$ cat src/design/fqd_pkg.sv
// shared types, codes and sizes for the fifo queue with delete by tag
package fqd_pkg;

   localparam int DEPTH     = 16;
   localparam int TAG_WIDTH = 32;
   localparam int CNT_WIDTH = $clog2(DEPTH + 1);

   localparam logic [1:0] CMD_ENQUEUE = 2'd0;
   localparam logic [1:0] CMD_DEQUEUE = 2'd1;
   localparam logic [1:0] CMD_DELETE  = 2'd2;

   localparam logic [2:0] ST_OK      = 3'd0;
   localparam logic [2:0] ST_NULL    = 3'd1;
   localparam logic [2:0] ST_FULL    = 3'd2;
   localparam logic [2:0] ST_EMPTY   = 3'd3;
   localparam logic [2:0] ST_MISSING = 3'd4;

   typedef struct packed {
      logic [1:0]           command;
      logic [TAG_WIDTH-1:0] tag_in;
   } req_type;

   typedef struct packed {
      logic [2:0]           status;
      logic [TAG_WIDTH-1:0] tag_out;
      logic [CNT_WIDTH-1:0] length;
   } rsp_type;

   // broadcast from the controller to every cell
   typedef struct packed {
      logic                 match_en;
      logic                 shift_en;
      logic [TAG_WIDTH-1:0] key;
   } cell_ctl_type;

endpackage

$ cat src/design/fqd_cell.sv
// one queue cell: holds one tag, compares it to the key and shifts down on removal
module fqd_cell (
   input  logic                        clock,
   input  fqd_pkg::cell_ctl_type       ctl,
   input  logic                        live,
   input  logic                        load,
   input  logic                        seed_in,
   output logic                        seed_out,
   input  logic [fqd_pkg::TAG_WIDTH-1:0] next_tag,
   output logic [fqd_pkg::TAG_WIDTH-1:0] tag
);
   import fqd_pkg::*;

   logic [TAG_WIDTH-1:0] entry_ff;
   logic [TAG_WIDTH-1:0] entry_in;
   logic                 hit;

   assign hit      = live & ctl.match_en & (entry_ff == ctl.key);
   // removal point at or below this cell: take the neighbor's tag
   assign seed_out = seed_in | hit;
   assign tag      = entry_ff;

   always_comb begin
      if (load) begin
         entry_in = ctl.key;
      end else if (ctl.shift_en & seed_out) begin
         entry_in = next_tag;
      end else begin
         entry_in = entry_ff;
      end
   end

   always_ff @(posedge clock) begin
      entry_ff <= entry_in;
   end

endmodule

$ cat src/design/fifo_queue_with_delete_core.sv
// top level of the fifo queue with delete by tag: controller and row of cells
//
//   channel  | ports                          | direction
//   request  | req_valid req_stall req_data   | in  (command, tag_in)
//   response | rsp_valid rsp_stall rsp_data   | out (status, tag_out, length)
//
// one item per cycle when not stalled: cells compare, shift or load in the same
// cycle as the item is taken; the result is in an output register next cycle.
// reset clears the count and the output valid; the cell contents are not reset.
// a stalled response holds the request side off until it is taken.
module fifo_queue_with_delete_core (
   input  logic             clock,
   input  logic             reset,
   input  logic             req_valid,
   output logic             req_stall,
   input  fqd_pkg::req_type req_data,
   output logic             rsp_valid,
   input  logic             rsp_stall,
   output fqd_pkg::rsp_type rsp_data
);
   import fqd_pkg::*;

   logic [CNT_WIDTH-1:0] count_ff;
   logic [CNT_WIDTH-1:0] count_in;
   logic                 rsp_valid_ff;
   logic                 rsp_valid_in;
   rsp_type              rsp_data_ff;
   rsp_type              rsp_data_in;

   logic                 accept;
   logic                 tag_null;
   logic                 is_empty;
   logic                 is_full;
   logic                 do_enqueue;
   logic                 do_dequeue;
   logic                 found;
   cell_ctl_type         ctl;

   logic [DEPTH-1:0]     live;
   logic [DEPTH-1:0]     load;
   logic [DEPTH:0]       seed;
   logic [TAG_WIDTH-1:0] cell_tag [DEPTH];

   assign accept   = req_valid & ~req_stall;
   assign req_stall = rsp_valid_ff & rsp_stall;
   assign tag_null = (req_data.tag_in == '0);
   assign is_empty = (count_ff == '0);
   assign is_full  = (count_ff >= CNT_WIDTH'(DEPTH));

   assign do_enqueue = accept & (req_data.command == CMD_ENQUEUE) & ~tag_null & ~is_full;
   assign do_dequeue = accept & (req_data.command == CMD_DEQUEUE) & ~is_empty;

   always_comb begin
      ctl.key      = req_data.tag_in;
      ctl.match_en = accept & (req_data.command == CMD_DELETE) & ~tag_null;
      ctl.shift_en = ctl.match_en | do_dequeue;
   end

   // dequeue removes cell zero, so it seeds the chain
   assign seed[0] = do_dequeue;
   assign found   = seed[DEPTH];

   genvar gi;
   generate
      for (gi = 0; gi < DEPTH; gi++) begin : g_cell
         assign live[gi] = (CNT_WIDTH'(gi) < count_ff);
         assign load[gi] = do_enqueue & (CNT_WIDTH'(gi) == count_ff);

         if (gi == DEPTH - 1) begin : g_last
            fqd_cell u_cell (
               .clock    (clock),
               .ctl      (ctl),
               .live     (live[gi]),
               .load     (load[gi]),
               .seed_in  (seed[gi]),
               .seed_out (seed[gi+1]),
               .next_tag (cell_tag[gi]),
               .tag      (cell_tag[gi])
            );
         end else begin : g_mid
            fqd_cell u_cell (
               .clock    (clock),
               .ctl      (ctl),
               .live     (live[gi]),
               .load     (load[gi]),
               .seed_in  (seed[gi]),
               .seed_out (seed[gi+1]),
               .next_tag (cell_tag[gi+1]),
               .tag      (cell_tag[gi])
            );
         end
      end
   endgenerate

   always_comb begin
      rsp_data_in.status  = ST_OK;
      rsp_data_in.tag_out = '0;
      count_in            = count_ff;
      case (req_data.command)
         CMD_ENQUEUE: begin
            if (tag_null) begin
               rsp_data_in.status = ST_NULL;
            end else if (is_full) begin
               rsp_data_in.status = ST_FULL;
            end else begin
               count_in = count_ff + CNT_WIDTH'(1);
            end
         end
         CMD_DEQUEUE: begin
            if (is_empty) begin
               rsp_data_in.status = ST_EMPTY;
            end else begin
               rsp_data_in.tag_out = cell_tag[0];
               count_in            = count_ff - CNT_WIDTH'(1);
            end
         end
         CMD_DELETE: begin
            if (tag_null) begin
               rsp_data_in.status = ST_NULL;
            end else if (!found) begin
               rsp_data_in.status = ST_MISSING;
            end else begin
               count_in = count_ff - CNT_WIDTH'(1);
            end
         end
         default: begin
         end
      endcase
      rsp_data_in.length = count_in;
   end

   always_comb begin
      if (accept) begin
         rsp_valid_in = 1'b1;
      end else if (!rsp_stall) begin
         rsp_valid_in = 1'b0;
      end else begin
         rsp_valid_in = rsp_valid_ff;
      end
   end

   always_ff @(posedge clock) begin
      if (reset) begin
         count_ff     <= '0;
         rsp_valid_ff <= 1'b0;
      end else begin
         rsp_valid_ff <= rsp_valid_in;
         if (accept) begin
            count_ff <= count_in;
         end
      end
   end

   always_ff @(posedge clock) begin
      if (accept) begin
         rsp_data_ff <= rsp_data_in;
      end
   end

   assign rsp_valid = rsp_valid_ff;
   assign rsp_data  = rsp_data_ff;

endmodule

$ cat config.mk
export PLATFORM = sky130hd
export DESIGN_NAME = fifo_queue_with_delete_core
export DESIGN_NICKNAME = d
export VERILOG_FILES = /design/src/design/fqd_pkg.sv /design/src/design/fqd_cell.sv /design/src/design/fifo_queue_with_delete_core.sv
export SDC_FILE = /design/constraint.sdc
export NUM_CORES = 1
export LEC_CHECK = 0
export BUFFER_PORTS_ARGS = -buffer_cell sky130_fd_sc_hd__clkbuf_2
export CORE_ASPECT_RATIO = 0.7
export CORE_UTILIZATION = 63
export CTS_BUF_LIST = sky130_fd_sc_hd__clkbuf_16
export DETAILED_ROUTE_END_ITERATION = 12
export GPL_TIMING_DRIVEN = 1
export PLACE_DENSITY = 0.8
export SYNTH_ARGS = -nofsm -noshare
export SYNTH_HDL_FRONTEND = slang
export SYNTH_SLANG_ARGS = --single-unit
$ cat constraint.sdc
create_clock -name clock -period 7.15 [get_ports clock]
set_input_delay 0.3575 -clock clock [delete_from_list [all_inputs] [get_ports clock]]
set_output_delay 0.3575 -clock clock [all_outputs]
set_load 0.05 [all_outputs]
==> metrics, run 1 <==
Max-cap violations=0; largest net degree at the start of global routing=45; Ys Warns=0; Die X=~260 µm; core area=46800 µm²; Final period util=0.659; Slowest-stage cell, CP=nand2_1; data required time of the worst path=7.17 ns; Initial Util=0.645; n_diodes=0; sequential power share=0.527; Switching Share=0.244; DP HPWL=54.7 mm; crit-path max cell delay=slightly below 0.9 ns; clk_skew=between 0.03 and 0.04 ns; Tmin final=between 4 and 5 ns; top cells by area, synth=edfxtp_1 55%, mux2_2 18%, xnor2_1 9.7%; Crit Path Max Fanout=32; final hold vios=0; fraction of layout cells with a size suffix above 1=0.325; Slew HR=0.109; Port Buffer Count=79; critical path endpoint category=flip-flop; Synth-to-Final Area Change=7.59%; Starting DRT DRC Count=about 2100; die area=between 40000 and 50000 µm²; first-pass GRT wire length=118 mm; multi-input logic area=approximately 13000 µm²; setup_tns=0 ns; Worst-Margin Slew=1.34 ns; Crit path top cell by count=a21oi_1; Final ANT Viol Nets=0; # rows=66; Place WS=around 2.5 ns; Worst-path clk slew=0.06 ns; Nets=approximately 2200; Max VDD drop=205 µV; TritonCTS clock tree=built; Leak=around 10 nW; die height=185 µm; total net switching power=1.68 mW; crit path cell chain=inv_1 -> ha_1 -> nor4b_4 -> or2_2 -> nor2_1 -> a21oi_1 -> a21oi_1 -> nor3_2 -> nand3_1 -> a211oi_1 -> nand2_1; internal power=5.21 mW; fin util=0.693; Placer Congestion=a little over 0.9; total track usage=0.327; Design Power=between 6 and 7 mW; Finished Layout Cells=2820; Comb pwr share=0.086; gr ovfl total=0; fillers=about 3100; Worst Path Buf+Inv=1; Async SR Flop Fraction=0; Post-CTS Resized=0; H-tree levels=2; crit path launch type=flip-flop; antenna violations before repair=0; Cells after DPL=2724; worst hold path depth=2; PD cells=212 nW/µm²; Reg2Reg Launch Point=count_ff[0]$_SDFFE_PP0P_; average cell area after synthesis=around 14 µm²; cell taking the most area after synthesis=edfxtp_1; final setup violation count=0; hold crit path type=input pin to flip-flop; CTS Buffer Depth=3; drt pass-1 iters=5; CTS buffer count=52; root buffer cell=clkbuf_16; Setup Crit Path Kind=flip-flop to flip-flop; R2R cell count=11; flops & latches, synth=roughly 560; EDFF count, synth=~550; critical path depth=11; routed len/inst=28.4 µm; RSZ-0062 raised after global routing=no; vias=around 19000; number of global-route vias before repair=roughly 18000; syn_nets=approximately 2200; Top delay family on crit path=simple AND/OR/NAND/NOR gates; Clk network pwr share=0.387; Max Fclk=~0.21 GHz; Synth top area share=0.549; DRC viols=0; I/O Pins=80; Clock Latency Late Sink=about 0.6 ns; WL final=approximately 80 mm; Post-Synthesis Cells=about 2200; Slew Limit Fails=0; Setup WS post-layout=2.44 ns; crit path from=count_ff[0]$_SDFFE_PP0P_; top_reg_cell synth=edfxtp_1; Distinct cells, synth=a little under 70; Cell Area, Synth=30200 µm²; Storage cell area=approximately 17000 µm²; Hold Path Origin=reset; total clock sinks=between 500 and 600; status=completed; Vias per Instance=about 6.6; Seq/Total Area, Yosys=0.553; critical path arrival=about 4.7 ns
[layout make-up]
class	instances	share of cell area
timing repair buffer	143	0.0271
multi-input combinational	1401	0.385
sequential	558	0.514
clock buffer	52	0.0401
tap	612	0.0236
clock inverter	43	0.00836
inverter	11	0.00127
[Yosys cell counts (12+ instances only)]
master,number
nand4_1,95
o21ai_0,12
nor2_1,26
mux2_2,480
xor2_1,179
xnor2_1,335
nand3_1,14
and2_1,32
clkbuf_1,74
buf_4,16
nand2_1,31
edfxtp_1,552
buf_2,95
a21oi_1,20
nor3_1,20
nor4_1,67
[flip-flops by register name (all words and copies together), names as in the netlist]
name                      count
count_ff                      5
g_cell.g_last.u_cell.tag     32
g_cell.g_mid.u_cell.tag     480
rsp_data                     40
rsp_valid                     1
[cells in the final DEF, fill, tap and decap left out, types with 14 or more instances in the layout]
cell       instances
a21oi_1           20
nand2_1           31
nand3_1           14
nor2_1            23
nand4_1           95
clkinv_1          22
inv_1             18
nor3_1            16
buf_4             63
edfxtp_1         552
xor2_1           179
nor4_1            67
clkbuf_2          79
xnor2_1          335
and2_1            32
clkbuf_16         52
mux2_2           480
[what timing repair did]
item	CTS	global route
buffers inserted	0	0
endpoints found under the setup margin	0	0
hold buffers	1	0
hold endpoints to repair	1	0
[cells by family (layout without fill, tap and decap cells)]
kind of cell | count (synthesis) | in the layout | share of synthesized area
compound gates | 81 | 81 | 0.0196
fa+ha+maj | 5 | 5 | 0.00207
xor+xnor | 514 | 514 | 0.149
simple gates | 320 | 320 | 0.0631
flops | 558 | 558 | 0.553
mux | 481 | 481 | 0.179
buf+inv | 205 | 249 | 0.0334
[power groups by stage]
stage / registers, mW / clock network (mW) / logic [mW]
3_5_place_dp: 3.70 / 0 / 0.575
2_1_floorplan: 3.75 / 0 / 0.361
3_3_place_gp: 3.70 / 0 / 0.567
4_1_cts: 3.63 / 2.68 / 0.580
5_1_grt: 3.64 / 2.81 / 0.619
6_report: 3.63 / 2.67 / 0.593
[layer usage]
layer	GRT usage	vias up	wire (µm)
met3	0.0624	140	7710
met1	0.477	9459	34300
met5	0	-	0
met4	0.0819	0	1910
met2	0.505	927	36100
li1	-	7982	-
[path summary, 6_finish.rpt]
kind	endpoint	slack, ns
worst min register to register	rsp_data[16]$_SDFFCE_PP0P_	0.58
worst max-delay path	g_cell[13].g_mid.u_cell.tag[17]$_DFFE_PP_	2.44
worst min-delay path	rsp_valid$_SDFFE_PP0P_	0.08
worst max register to register	g_cell[13].g_mid.u_cell.tag[17]$_DFFE_PP_	2.44
[per-stage QoR]
stage / hold slack [ns] / cell area, µm²
floorplan: 0.429 / 30200
global placement: 0.560 / 30900
detailed placement: 0.571 / 30900
CTS: 0.0590 / 32500
global route: 0.0836 / 32500
finish: 0.0823 / 32500
Note: power is estimated with default switching activity, not from simulation.
==> run 2: changes to the inputs <==
- ABC_AREA: default -> 1
- clock period: 7.15 -> 4.55 ns (I/O delays scaled with it)
==> metrics, run 2 <==
post-CTS setup buffers=0 (unchanged); hold crit path type=input pin to flip-flop (unchanged); root buffer cell=clkbuf_16 (unchanged); Reg2Reg Launch Point=count_ff[0]$_SDFFE_PP0P_ (unchanged); RSZ-0062 raised after global routing=no (unchanged); top-count cell post-synth=nand2_1 (was edfxtp_1); Ys Warns=0 (unchanged); Vias per Instance=6.14 (was 6.56); Final ANT Viol Nets=0 (unchanged); number of flip-flops in the largest register=480 (unchanged); first-pass GRT wire length=132 mm (was 118 mm); drt pass-1 iters=6 (was 5); fillers=3475 (was 3137); Place WS=0.828 ns (was 2.49 ns); die height=185 µm (about the same); Max Fclk=0.269 GHz (was 0.212 GHz); final hold vios=0 (unchanged); die area=48500 µm² (was 48800 µm²); Hold Path Origin=req_data[16] (was reset); fraction of layout cells with a size suffix above 1=0.113 (was 0.325); Setup Crit Path Kind=flip-flop to flip-flop (unchanged); final setup violation count=0 (unchanged); top_reg_cell synth=edfxtp_1 (unchanged); syn_nets=3215 (was 2207); Post-Synthesis Cells=3172 (was 2164); vias=23500 (was 18500); synth cell count leaders=869 x nand2_1, 552 x edfxtp_1, 520 x o21ai_0 (was 552 x edfxtp_1, 480 x mux2_2, 335 x xnor2_1); routed len/inst=22.9 µm (was 28.4 µm); most common cell after layout, fill and taps aside=nand2_1 (was edfxtp_1); Max-cap violations=0 (unchanged); TritonCTS clock tree=built (unchanged); clk_skew=0.0189 ns (was 0.0326 ns); Slew HR=0.460 (was 0.109); Worst-path clk slew=0.07 ns (was 0.06 ns); Final period util=0.817 (was 0.659); Die X=263 µm (was 264 µm); crit path from=count_ff[0]$_SDFFE_PP0P_ (unchanged); Distinct cells, synth=45 (was 69); antenna violations before repair=1 (was 0); Synth-to-Final Area Change=8.24% (was 7.59%); reg2reg setup slack=0.83 ns (was 2.44 ns); Synth top area share=0.552 (was 0.549); flops & latches, synth=558 (unchanged); WL final=87.7 mm (was 80.1 mm); number of global-route vias before repair=22400 (was 18000); total clock sinks=558 (unchanged); DRC viols=0 (unchanged); critical path endpoint category=flip-flop (unchanged); top cells by area, synth=edfxtp_1 55%, nand2_1 11%, o21ai_0 8.7% (was edfxtp_1 55%, mux2_2 18%, xnor2_1 9.7%); Worst-Margin Slew=0.802 ns (was 1.34 ns); Cell Area, Synth=30000 µm² (was 30200 µm²); Max VDD drop=296 µV (was 205 µV); PD cells=351 nW/µm² (was 212 nW/µm²); total track usage=0.364 (was 0.327); Slew Limit Fails=0 (unchanged); average cell area after synthesis=9.46 µm² (was 13.9 µm²); EDFF count, synth=552 (unchanged); DP HPWL=62.3 mm (was 54.7 mm); Async SR Flop Fraction=0 (unchanged); Initial Util=0.642 (was 0.645); Seq/Total Area, Yosys=0.556 (was 0.553); H-tree levels=2 (unchanged); # rows=66 (unchanged); Placer Congestion=1.01 (was 0.915); critical path arrival=4.08 ns (was 4.74 ns); Tmin final=3.72 ns (was 4.71 ns); Starting DRT DRC Count=3054 (was 2149); data required time of the worst path=4.91 ns (was 7.17 ns); crit path launch type=flip-flop (unchanged); Crit Path Max Fanout=37 (was 32); Clock Latency Late Sink=0.60 ns (was 0.61 ns); Port Buffer Count=79 (unchanged); core area=46700 µm² (was 46800 µm²); setup_tns=0 ns (unchanged); commonest non-fill, non-tap cells in the layout=866 x nand2_1, 552 x edfxtp_1, 520 x o21ai_0, 251 x xnor2_1, 177 x nor2_1 (was 552 x edfxtp_1, 480 x mux2_2, 335 x xnor2_1, 179 x xor2_1, 95 x nand4_1); CTS buffer count=53 (was 52); Leak=12.7 nW (was 10.5 nW); largest net degree at the start of global routing=66 (was 45); Setup WS post-layout=0.832 ns (was 2.44 ns); CTS Buffer Depth=3 (unchanged); Nets=3219 (was 2210); gr ovfl total=0 (unchanged); cell taking the most area after synthesis=edfxtp_1 (unchanged); I/O Pins=80 (unchanged); status=completed (unchanged)
run 2: changes by cell type in the layout (fill, tap and decap cells not counted), moves of 76 or more:
cell     change
mux2_2     -480
inv_1      +119
nand2_1    +835
xor2_1      -76
o21ai_0    +508
nor2_1     +154
xnor2_1     -84
run 2: layer usage:
| metal | vias to the layer above | wire length [µm] | global-route usage |
|---|---|---|---|
| met3 | 262 | 10000 | 0.0633 |
| met5 | - | 0 | 0 |
| li1 | 10700 | - | - |
| met2 | 1510 | 39200 | 0.575 |
| met1 | 11100 | 34100 | 0.494 |
| met4 | 0 | 4370 | 0.171 |
run 2: what timing repair did:
item                                   in CTS  in global routing
endpoints found under the hold margin       4                  0
resized for setup                           0                  0
hold buffers                                2                  0
run 2: worst max-delay path: stages (launching register included):
cell and delay, ns:
dfxtp_1 0.30, buf_4 0.18, clkinv_1 0.28, ha_1 0.21
inv_1 0.06, nor2_2 0.20, inv_2 0.07, nand2_4 0.35
inv_2 0.07, nand2_1 0.11, nand2_2 0.09, nor2_4 0.10
nand4_1 0.18, nor2_2 0.24, nand4_2 0.14, nor2_4 0.15
nand4_4 0.20, nand2_2 0.21, nand2_1 0.07, nand3_1 0.07
nand2_1 0.06, nand2_2 0.07, inv_1 0.04
run 2: cell families (layout without fill, tap and decap cells):
family / Yosys count / after routing / share of synthesized area
AOI/OAI and AO/OA: 559 / 559 / 0.0963
and+or+nand+nor: 1325 / 1325 / 0.188
adders and majority gates: 5 / 5 / 0.00208
buffers and inverters: 371 / 413 / 0.0539
other: 0 / 1 / 0
xor gates and xnor gates: 354 / 354 / 0.103
DFF: 558 / 558 / 0.556
run 2: per-stage QoR:
step / power (mW) / hold slack (ns) / area [µm²] / util / cells
floorplan: 6.86 / 0.297 / 30000 / - / 3172
global placement: 7.25 / 0.398 / 30900 / 0.661 / 3731
detailed placement: 7.28 / 0.408 / 30900 / 0.661 / 3731
CTS: 11.4 / 0.0124 / 32500 / 0.695 / 3826
global route: 11.7 / 0.0394 / 32500 / 0.695 / 3827
finish: 11.4 / 0.0296 / 32500 / 0.695 / 3827
run 2: where the power goes:
| group | internal (mW) | switching, mW |
|---|---|---|
| Clock | 2.27 | 1.93 |
| Combinational | 0.372 | 0.902 |
| Sequential | 5.83 | 0.104 |
run 2: final timing paths:
check                           cells after the start                                       end
worst min register to register                      2   g_cell[4].g_mid.u_cell.tag[8]$_DFFE_PP_
worst min-delay path                                3  g_cell[1].g_mid.u_cell.tag[16]$_DFFE_PP_
worst max register to register                     22                     rsp_data[2]$_DFFE_PP_
worst max-delay path                               22                     rsp_data[2]$_DFFE_PP_
run 2: area by class of cell:
cell class / instances / area [µm²] / area share
clock inverters: 40 / 251 / 0.00774
clock buffers: 53 / 1330 / 0.0408
inverters: 141 / 529 / 0.0163
flip-flops and latches: 558 / 16700 / 0.514
diodes: 1 / 2.50 / 0.0000770
repair buffers: 179 / 1160 / 0.0358
well taps: 612 / 766 / 0.0236
multi-input cells: 2243 / 11800 / 0.362
